`src/design/gka_pkg.sv`:
```
// Shared types, codes and helpers for the gamepad key autorepeat block.
package gka_pkg;

  // Input operation codes
  localparam logic [1:0] OP_AXIS       = 2'd0;
  localparam logic [1:0] OP_BUTTON     = 2'd1;
  localparam logic [1:0] OP_TICK       = 2'd2;
  localparam logic [1:0] OP_DISCONNECT = 2'd3;

  // Configuration register indexes
  localparam logic [1:0] CFG_DEAD_ZONE       = 2'd0;
  localparam logic [1:0] CFG_REPEAT_DELAY    = 2'd1;
  localparam logic [1:0] CFG_REPEAT_INTERVAL = 2'd2;

  localparam logic [14:0] DEAD_ZONE_RST       = 15'd16000;
  localparam logic [15:0] REPEAT_DELAY_RST    = 16'd320;
  localparam logic [15:0] REPEAT_INTERVAL_RST = 16'd90;

  // Axis direction codes
  localparam logic [1:0] DIR_CENTRE = 2'd0;
  localparam logic [1:0] DIR_POS    = 2'd1;
  localparam logic [1:0] DIR_NEG    = 2'd2;

  // Key codes
  localparam logic [3:0] KC_LEFT    = 4'd0;
  localparam logic [3:0] KC_RIGHT   = 4'd1;
  localparam logic [3:0] KC_UP      = 4'd2;
  localparam logic [3:0] KC_DOWN    = 4'd3;
  localparam logic [3:0] KC_RETURN  = 4'd4;
  localparam logic [3:0] KC_ESCAPE  = 4'd5;
  localparam logic [3:0] KC_SPACE   = 4'd6;
  localparam logic [3:0] KC_BACKTAB = 4'd7;
  localparam logic [3:0] KC_TAB     = 4'd8;

  // Command queue depth
  localparam int FIFO_DEPTH = 2;

  typedef enum logic [1:0] {
    CMD_AXIS,
    CMD_KEY,
    CMD_TICK,
    CMD_CLEAR
  } cmd_kind_t;

  // One classified transaction handed from front to back
  typedef struct packed {
    cmd_kind_t  kind;
    logic [1:0] slot;   // axis slot 0..3 for axes 0, 1, 6, 7
    logic [1:0] dir;    // new direction for axis commands
    logic [3:0] key;    // key for button taps
    logic       shift;
  } cmd_t;

  typedef struct packed {
    logic [14:0] dead_zone;
    logic [15:0] repeat_delay;
    logic [15:0] repeat_interval;
  } cfg_t;

  // Arrow key for a slot/direction; slots 0 and 2 are horizontal.
  // Only meaningful for a non-centre direction.
  function automatic logic [3:0] axis_key(logic [1:0] slot, logic [1:0] dir);
    logic [3:0] k;
    if (slot[0] == 1'b0) begin
      k = (dir == DIR_NEG) ? KC_LEFT : KC_RIGHT;
    end else begin
      k = (dir == DIR_NEG) ? KC_UP : KC_DOWN;
    end
    return k;
  endfunction

endpackage

```
`src/design/gka_front.sv`:
```
// Front end: classifies joystick transactions into queue commands.
module gka_front (
  input  logic [1:0]         operation,
  input  logic [7:0]         event_number,
  input  logic signed [15:0] event_value,
  input  logic               init_flag,
  input  logic [14:0]        dead_zone,
  output gka_pkg::cmd_t      cmd,
  output logic               cmd_keep
);
  import gka_pkg::*;

  localparam logic [7:0] AXIS_X0 = 8'd0;
  localparam logic [7:0] AXIS_Y0 = 8'd1;
  localparam logic [7:0] AXIS_X1 = 8'd6;
  localparam logic [7:0] AXIS_Y1 = 8'd7;

  localparam logic [7:0] BTN_A     = 8'd0;
  localparam logic [7:0] BTN_B     = 8'd1;
  localparam logic [7:0] BTN_X     = 8'd2;
  localparam logic [7:0] BTN_LB    = 8'd4;
  localparam logic [7:0] BTN_RB    = 8'd5;
  localparam logic [7:0] BTN_BACK  = 8'd6;

  logic signed [16:0] value_ext;
  logic signed [16:0] dz_pos;
  logic signed [16:0] dz_neg;
  logic [1:0]         new_dir;

  assign value_ext = 17'(event_value);
  assign dz_pos    = $signed({2'b00, dead_zone});
  assign dz_neg    = -dz_pos;

  always_comb begin
    if (value_ext > dz_pos) begin
      new_dir = DIR_POS;
    end else if (value_ext < dz_neg) begin
      new_dir = DIR_NEG;
    end else begin
      new_dir = DIR_CENTRE;
    end
  end

  always_comb begin
    cmd       = '0;
    cmd.dir   = new_dir;
    cmd_keep  = 1'b0;
    unique case (operation)
      OP_AXIS: begin
        cmd.kind = CMD_AXIS;
        if (!init_flag) begin
          cmd_keep = 1'b1;
          priority case (event_number)
            AXIS_X0: cmd.slot = 2'd0;
            AXIS_Y0: cmd.slot = 2'd1;
            AXIS_X1: cmd.slot = 2'd2;
            AXIS_Y1: cmd.slot = 2'd3;
            default: cmd_keep = 1'b0;
          endcase
        end
      end
      OP_BUTTON: begin
        cmd.kind = CMD_KEY;
        if (!init_flag && event_value != 16'sd0) begin
          cmd_keep = 1'b1;
          priority case (event_number)
            BTN_A:    cmd.key = KC_RETURN;
            BTN_B:    cmd.key = KC_ESCAPE;
            BTN_X:    cmd.key = KC_SPACE;
            BTN_LB: begin
              cmd.key   = KC_BACKTAB;
              cmd.shift = 1'b1;
            end
            BTN_RB:   cmd.key = KC_TAB;
            BTN_BACK: cmd.key = KC_ESCAPE;
            default:  cmd_keep = 1'b0;
          endcase
        end
      end
      OP_TICK: begin
        cmd.kind = CMD_TICK;
        cmd_keep = 1'b1;
      end
      OP_DISCONNECT: begin
        cmd.kind = CMD_CLEAR;
        cmd_keep = 1'b1;
      end
    endcase
  end

endmodule

```
`src/design/gka_fifo.sv`:
```
// Short command queue between front end and back end.
module gka_fifo (
  input  logic          clk,
  input  logic          rst,
  input  logic          push,
  input  gka_pkg::cmd_t push_data,
  output logic          push_ready,
  input  logic          pop,
  output gka_pkg::cmd_t pop_data,
  output logic          pop_valid
);
  import gka_pkg::*;

  localparam int PTR_W = (FIFO_DEPTH > 1) ? $clog2(FIFO_DEPTH) : 1;
  localparam int CNT_W = $clog2(FIFO_DEPTH + 1);
  localparam logic [CNT_W-1:0] DEPTH_C = CNT_W'(FIFO_DEPTH);
  localparam logic [PTR_W-1:0] LAST_C  = PTR_W'(FIFO_DEPTH - 1);

  cmd_t             mem [FIFO_DEPTH];
  logic [PTR_W-1:0] wr_ptr;
  logic [PTR_W-1:0] rd_ptr;
  logic [CNT_W-1:0] count;

  assign push_ready = (count != DEPTH_C);
  assign pop_valid  = (count != '0);
  assign pop_data   = mem[rd_ptr];

  always_ff @(posedge clk) begin
    if (push && push_ready) begin
      mem[wr_ptr] <= push_data;
    end
  end

  always_ff @(posedge clk) begin
    if (rst) begin
      wr_ptr <= '0;
      rd_ptr <= '0;
      count  <= '0;
    end else begin
      if (push && push_ready) begin
        wr_ptr <= (wr_ptr == LAST_C) ? '0 : wr_ptr + 1'b1;
      end
      if (pop && pop_valid) begin
        rd_ptr <= (rd_ptr == LAST_C) ? '0 : rd_ptr + 1'b1;
      end
      unique case ({push && push_ready, pop && pop_valid})
        2'b10:   count <= count + 1'b1;
        2'b01:   count <= count - 1'b1;
        default: count <= count;
      endcase
    end
  end

  a_count_bound: assert property (@(posedge clk) disable iff (rst)
    count <= DEPTH_C) else $error("queue count over depth");
  a_no_pop_empty: assert property (@(posedge clk) disable iff (rst)
    pop |-> pop_valid) else $error("pop from empty queue");
  a_no_push_full: assert property (@(posedge clk) disable iff (rst)
    push |-> push_ready) else $error("push into full queue");

endmodule

```
`src/design/gka_back.sv`:
```
// Back end: axis state, repeat timer and registered key output.
module gka_back (
  input  logic          clk,
  input  logic          rst,
  input  logic [15:0]   repeat_delay,
  input  logic [15:0]   repeat_interval,
  input  logic          cmd_valid,
  input  gka_pkg::cmd_t cmd,
  output logic          cmd_pop,
  output logic          out_valid,
  input  logic          out_ready,
  output logic [3:0]    key_code,
  output logic          with_shift
);
  import gka_pkg::*;

  typedef enum logic [1:0] {
    PH_IDLE,
    PH_DELAY,
    PH_REPEAT
  } phase_t;

  phase_t      phase;
  logic [15:0] ticks;
  logic [3:0]  repeat_key;
  logic [1:0]  dirs [4];

  logic [15:0] ticks_inc;
  logic [15:0] limit;
  logic [15:0] limit_eff;
  logic        tick_hit;
  logic [1:0]  old_dir;
  logic [3:0]  old_key;
  logic [3:0]  new_key;
  logic        tap_now;

  assign cmd_pop   = cmd_valid && (!out_valid || out_ready);
  assign ticks_inc = ticks + 16'd1;
  assign limit     = (phase == PH_DELAY) ? repeat_delay : repeat_interval;
  assign limit_eff = (limit == '0) ? 16'd1 : limit;
  assign tick_hit  = (ticks_inc >= limit_eff);
  assign old_dir   = dirs[cmd.slot];
  assign old_key   = axis_key(cmd.slot, old_dir);
  assign new_key   = axis_key(cmd.slot, cmd.dir);

  // A tap is loaded into the output register this cycle
  assign tap_now = cmd_pop && ((cmd.kind == CMD_KEY) ||
                   (cmd.kind == CMD_AXIS && old_dir != cmd.dir && cmd.dir != DIR_CENTRE) ||
                   (cmd.kind == CMD_TICK && phase == PH_REPEAT && tick_hit));

  always_ff @(posedge clk) begin
    if (rst) begin
      phase      <= PH_IDLE;
      ticks      <= '0;
      repeat_key <= '0;
      out_valid  <= 1'b0;
      for (int i = 0; i < 4; i++) begin
        dirs[i] <= DIR_CENTRE;
      end
    end else begin
      if (tap_now) begin
        out_valid <= 1'b1;
      end else if (out_valid && out_ready) begin
        out_valid <= 1'b0;
      end
      if (cmd_pop) begin
        unique case (cmd.kind)
          CMD_AXIS: begin
            if (old_dir != cmd.dir) begin
              dirs[cmd.slot] <= cmd.dir;
              if (cmd.dir != DIR_CENTRE) begin
                repeat_key <= new_key;
                phase      <= PH_DELAY;
                ticks      <= '0;
                key_code   <= new_key;
                with_shift <= 1'b0;
              end else if (old_dir != DIR_CENTRE && phase != PH_IDLE &&
                           repeat_key == old_key) begin
                repeat_key <= '0;
                phase      <= PH_IDLE;
                ticks      <= '0;
              end
            end
          end
          CMD_KEY: begin
            key_code   <= cmd.key;
            with_shift <= cmd.shift;
          end
          CMD_TICK: begin
            unique case (phase)
              PH_DELAY: begin
                ticks <= tick_hit ? '0 : ticks_inc;
                if (tick_hit) begin
                  phase <= PH_REPEAT;
                end
              end
              PH_REPEAT: begin
                ticks <= tick_hit ? '0 : ticks_inc;
                if (tick_hit) begin
                  key_code   <= repeat_key;
                  with_shift <= 1'b0;
                end
              end
              default: ;
            endcase
          end
          CMD_CLEAR: begin
            phase      <= PH_IDLE;
            ticks      <= '0;
            repeat_key <= '0;
            for (int i = 0; i < 4; i++) begin
              dirs[i] <= DIR_CENTRE;
            end
          end
        endcase
      end
    end
  end

  a_idle_ticks: assert property (@(posedge clk) disable iff (rst)
    phase == PH_IDLE |-> ticks == '0) else $error("ticks running while idle");
  a_arrow_only: assert property (@(posedge clk) disable iff (rst)
    phase != PH_IDLE |-> repeat_key <= KC_DOWN)
    else $error("repeat armed on a non-arrow key");
  a_clear: assert property (@(posedge clk) disable iff (rst)
    cmd_pop && cmd.kind == CMD_CLEAR |=>
      phase == PH_IDLE && dirs[0] == DIR_CENTRE && dirs[1] == DIR_CENTRE &&
      dirs[2] == DIR_CENTRE && dirs[3] == DIR_CENTRE)
    else $error("disconnect left state behind");

endmodule

```
`src/design/gamepad_key_autorepeat.sv`:
```
// Top level of the gamepad key autorepeat block.
// Takes one joystick transaction (axis, button, 1 ms tick or disconnect) per
// clock and turns it into at most one key tap. The front end decodes the
// transaction and does the dead-zone compare; a two-entry command queue feeds
// the back end, which holds the four axis directions, the repeat timer and a
// registered output. Throughput is one transaction per cycle as long as taps
// are taken; a tap that a transaction causes passes first through the queue,
// written at the accepting edge, and then into the output register. When
// the output stalls, the queue absorbs two more transactions before in_ready
// drops. Transactions that do nothing (init-flagged axis and button events,
// unmapped axes or buttons, releases) are accepted and dropped at the front.
// Configuration writes are always ready and take effect on the next cycle;
// change them only while idle.
module gamepad_key_autorepeat (
  input  logic               clk,
  input  logic               rst,
  // input transactions
  input  logic               in_valid,
  output logic               in_ready,
  input  logic [1:0]         operation,
  input  logic [7:0]         event_number,
  input  logic signed [15:0] event_value,
  input  logic               init_flag,
  // key taps
  output logic               out_valid,
  input  logic               out_ready,
  output logic [3:0]         key_code,
  output logic               with_shift,
  // configuration writes
  input  logic               cfg_valid,
  output logic               cfg_ready,
  input  logic [1:0]         cfg_index,
  input  logic [15:0]        cfg_data
);
  import gka_pkg::*;

  cfg_t cfg;
  cmd_t front_cmd;
  logic front_keep;
  cmd_t q_cmd;
  logic q_valid;
  logic q_pop;
  logic q_push;

  // Register file: writes beyond the last index are ignored.
  assign cfg_ready = 1'b1;

  always_ff @(posedge clk) begin
    if (rst) begin
      cfg.dead_zone       <= DEAD_ZONE_RST;
      cfg.repeat_delay    <= REPEAT_DELAY_RST;
      cfg.repeat_interval <= REPEAT_INTERVAL_RST;
    end else if (cfg_valid && cfg_ready) begin
      priority case (cfg_index)
        CFG_DEAD_ZONE:       cfg.dead_zone       <= cfg_data[14:0];
        CFG_REPEAT_DELAY:    cfg.repeat_delay    <= cfg_data;
        CFG_REPEAT_INTERVAL: cfg.repeat_interval <= cfg_data;
        default: ;
      endcase
    end
  end

  // Decode and dead-zone compare
  gka_front u_front (
    .operation    (operation),
    .event_number (event_number),
    .event_value  (event_value),
    .init_flag    (init_flag),
    .dead_zone    (cfg.dead_zone),
    .cmd          (front_cmd),
    .cmd_keep     (front_keep)
  );

  // Only commands the front end keeps go into the queue
  assign q_push = in_valid && in_ready && front_keep;

  gka_fifo u_fifo (
    .clk        (clk),
    .rst        (rst),
    .push       (q_push),
    .push_data  (front_cmd),
    .push_ready (in_ready),
    .pop        (q_pop),
    .pop_data   (q_cmd),
    .pop_valid  (q_valid)
  );

  // Axis state, repeat timer, output register
  gka_back u_back (
    .clk             (clk),
    .rst             (rst),
    .repeat_delay    (cfg.repeat_delay),
    .repeat_interval (cfg.repeat_interval),
    .cmd_valid       (q_valid),
    .cmd             (q_cmd),
    .cmd_pop         (q_pop),
    .out_valid       (out_valid),
    .out_ready       (out_ready),
    .key_code        (key_code),
    .with_shift      (with_shift)
  );

endmodule

```
`config.mk`:
```
export PLATFORM = sky130hd
export DESIGN_NAME = gamepad_key_autorepeat
export DESIGN_NICKNAME = d
export VERILOG_FILES = /design/src/design/gka_pkg.sv /design/src/design/gka_front.sv /design/src/design/gka_fifo.sv /design/src/design/gka_back.sv /design/src/design/gamepad_key_autorepeat.sv
export SDC_FILE = /design/constraint.sdc
export NUM_CORES = 1
export LEC_CHECK = 0
export ABC_AREA = 1
export BUFFER_PORTS_ARGS = -buffer_cell sky130_fd_sc_hd__buf_4
export CORE_ASPECT_RATIO = 0.7
export CORE_MARGIN = 2
export CORE_UTILIZATION = 30
export CTS_CLUSTER_DIAMETER = 30
export DETAILED_ROUTE_END_ITERATION = 8
export PLACE_DENSITY = 0.47
export SLEW_MARGIN = 0
export SYNTH_ARGS = -nofsm -noshare
export SYNTH_HDL_FRONTEND = slang
export SYNTH_SLANG_ARGS = --single-unit
```
`constraint.sdc`:
```
create_clock -name clk -period 7.5 [get_ports clk]
set_clock_uncertainty 0.2 [all_clocks]
set_input_delay 1.5 -clock clk [delete_from_list [all_inputs] [get_ports clk]]
set_output_delay 1.5 -clock clk [all_outputs]
set_load 0.03 [all_outputs]
```
==> results by group <==
Status
  • Status: finished, final reports clean

Timing
  • Final Cycle Share: 0.5764
  • RSZ-0062 raised after global routing: no
  • F_max: about 230 MHz
  • Pins Over Slew Limit: 0
  • Slew @ Worst Pin: 1.115 ns
  • Sum Neg Setup Slack: 0 ns
  • Tmin final: 4.323 ns
  • Hold Violations, Final: 0
  • Max transition margin: 0.2536
  • # setup viols final: 0

Pwr
  • Leakage: around 3.4 nW
  • Seq pwr share: 0.341
  • Clock group share of total power: 0.209
  • Int Power: 1.377 mW
  • Gate power share: 0.450
  • Psw: 1.030 mW
  • Pwr dens: between 300 and 400 nW/µm²
  • Max IR drop VDD: 0.0001272 V
  • Sw Share: 0.4281

Floorplanning
  • Die Y: 128.7 µm
  • I/O pin cnt: 58
  • Core area: 21730 µm²
  • Initial core utilization: 0.3066
  • Die area: 23440 µm²
  • Site Rows: 45
  • Die Span X: 182.1 µm

Run
  • Max Cap Viol: 0

Global route
  • Antenna violations before repair: 0
  • Largest net degree at the start of global routing: slightly above 70
  • Number of global-route vias before repair: 5275
  • First-pass GRT wire length: 27420 µm
  • GRT overflow: 0
  • GRT Resource Usage Total: 0.1477

Worst hold path
  • Hold path depth: 1
  • Worst Hold Class: flop to flop

Synth
  • Syn Area/Cell: 7.581 µm²
  • Seq/Total Area, Yosys: 0.3770
  • Gate Count Post-Synth: 879
  • Synth Cell Area: 6664 µm²
  • Async set-or-reset flop fraction in the synthesized netlist: 0
  • Syn. warnings: 0
  • Syn Nets: a little under 1000
  • Commonest register cell after synthesis: dfxtp_1
  • Post-synth EDFFs: 35
  • Flops & latches, synth: 108
  • Cell variety after synth: 42

Routing
  • First DRT Iteration DRCs: roughly 270
  • Residual DRC count: 0
  • Vias/cell: 4.708
  • Antenna-violating nets left: 0
  • Detailed Routing Iterations Pass 1: 5
  • Routed vias: ~5700
  • WL/cell: ~14 µm
  • Total wire length: approximately 17000 µm

Setup path
  • Max stage delay on crit path: 0.85 ns
  • Crit path launch type: flop
  • Critical path type: flop to flop
  • Worst Path Required: 7.60 ns
  • Slowest cell on the critical path: nor2_1
  • Critical path's top delay family: simple AND/OR/NAND/NOR gates
  • CP max FO: 17
  • Most frequent CP cell: nand2_1
  • CP cell instances: inv_1 > ha_1 > mux2i_1 > nand4_1 > o41ai_1 > ha_1 > o21bai_1 > nand2_1 > nand2_1 > nand2_1 > nand2_1 > nand2_1 > nand3_1 > nor2_1 > nor2_1 > nand3_1 > nand2_1 > nor2_1
  • Worst EP arrival: between 4 and 5 ns
  • CP Capture Type: flop
  • Stages on worst setup path: 18
  • Worst path bufs/invs: 1
  • Worst-case reg-to-reg path depth: 18

Clock network
  • TritonCTS Buffers: 9
  • Post-CTS sizing: 0
  • CTS tree: built
  • Max H-tree Level: 3
  • Clock slew at reported path FFs: 0.08 ns
  • Post-CTS Hold Buffers: 0
  • Skew-Pair Late Insertion Delay: 0.36 ns
  • Setup Fix Bufs, Post-CTS: 0
  • Root buf cell: clkbuf_16
  • CTS sink count: roughly 110
  • Clock buffer depth: 2

Final layout
  • Layout area overhead: 14.61%
  • Nets: 1033
  • Fillers: 2401
  • Final instance area: around 7600 µm²
  • Fraction of layout cells with a size suffix above 1: 0.1066
  • Most frequent cells in the layout: nor2_1 (166), nand2_1 (160), inv_1 (74)
  • Commonest non-fill, non-tap cell in the layout: nor2_1
  • N_diodes: 0

Placement
  • DP Area: 7330 µm²
  • GP Congestion: a little under 0.8
  • DP HPWL: approximately 13000 µm
  • Port Buffers: 56
==> registers in the layout (all words and copies together) (netlist names), named ones only <==
signal / flops
u_fifo.wr_ptr: 1
u_back.key_code: 4
u_fifo.count: 2
u_back.phase: 2
u_fifo.mem: 22
u_back.repeat_key: 2
u_fifo.rd_ptr: 1
u_back.dirs: 8
u_back.out_valid: 1
u_back.ticks: 16
cfg: 47
u_back.with_shift: 1
==> cell type report <==
class                           instances  area [µm²]  area share
Clock buffer                           10       229.0     0.02998
Tap cell                              282       352.8     0.04620
Multi-Input combinational cell        664        3706      0.4853
Clock inverter                          6       78.83     0.01032
Inverter                               80       300.3     0.03932
Sequential cell                       108        2512      0.3290
Timing Repair Buffer                   61       457.9     0.05996
==> worst paths after layout <==
path,endpoint,start,slack [ns]
max,u_back.phase[0],u_back.phase[1],3.18
min,u_fifo.rd_ptr,u_fifo.rd_ptr,0.26
max reg2reg,u_back.phase[0],u_back.phase[1],3.18
min reg2reg,u_fifo.rd_ptr,u_fifo.rd_ptr,0.26
==> per-layer routing <==
metal,wire length [µm],global-route usage
met5,0,0
met4,162,0.03178
met3,599,0.02972
met2,6579,0.2144
met1,9302,0.2240
==> cells by family after synthesis <==
family | synth area share
multiplexers | 0.02403
buffers and inverters | 0.06684
adder cells (fa/ha/maj) | 0.1108
AO/OA/AOI/OAI | 0.09276
AND/OR/NAND/NOR | 0.2938
flip-flops | 0.3770
other | 0.0005627
XOR/XNOR | 0.03417
==> Yosys cell counts (3+ instances only) <==
cell / count / area share
nor2_1: 166 / 0.094
nand2_1: 160 / 0.090
inv_1: 74 / 0.042
dfxtp_1: 73 / 0.22
ha_1: 59 / 0.11
o21ai_0: 50 / 0.038
nand3_1: 48 / 0.036
a21oi_1: 39 / 0.029
nand4_1: 36 / 0.034
edfxtp_1: 35 / 0.16
xor2_1: 20 / 0.026
clkbuf_1: 18 / 0.010
mux2i_1: 16 / 0.024
nor3_1: 13 / 0.0098
nand2_2: 7 / 0.0066
o211ai_1: 7 / 0.0079
xnor2_1: 6 / 0.0079
or2_2: 5 / 0.0047
buf_6: 4 / 0.0068
inv_2: 4 / 0.0023
nor4_1: 4 / 0.0038
a211oi_1: 3 / 0.0034
a31oi_1: 3 / 0.0028
buf_4: 3 / 0.0034
nand3b_1: 3 / 0.0034
==> through the flow <==
stage,total power [mW],hold slack (ns),setup slack (ns),utilization,cells
after floorplan,1.648,0.2257,3.972,-,879
after global placement,1.916,0.2366,3.265,0.3372,1195
after detailed placement,1.922,0.2433,3.158,0.3372,1195
after CTS,2.434,0.2581,3.136,0.3514,1211
after global routing,2.647,0.2913,2.634,0.3514,1211
final,2.407,0.2573,3.177,0.3514,1211
==> power by group through the flow <==
stage | sequential, mW | combinational [mW] | clock (mW)
after floorplan | 0.815 | 0.833 | 0
after global placement | 0.833 | 1.08 | 0
after detailed placement | 0.833 | 1.09 | 0
after CTS | 0.820 | 1.09 | 0.522
after global routing | 0.839 | 1.26 | 0.544
final | 0.820 | 1.08 | 0.504
Note: power is estimated with default switching activity, not from simulation.
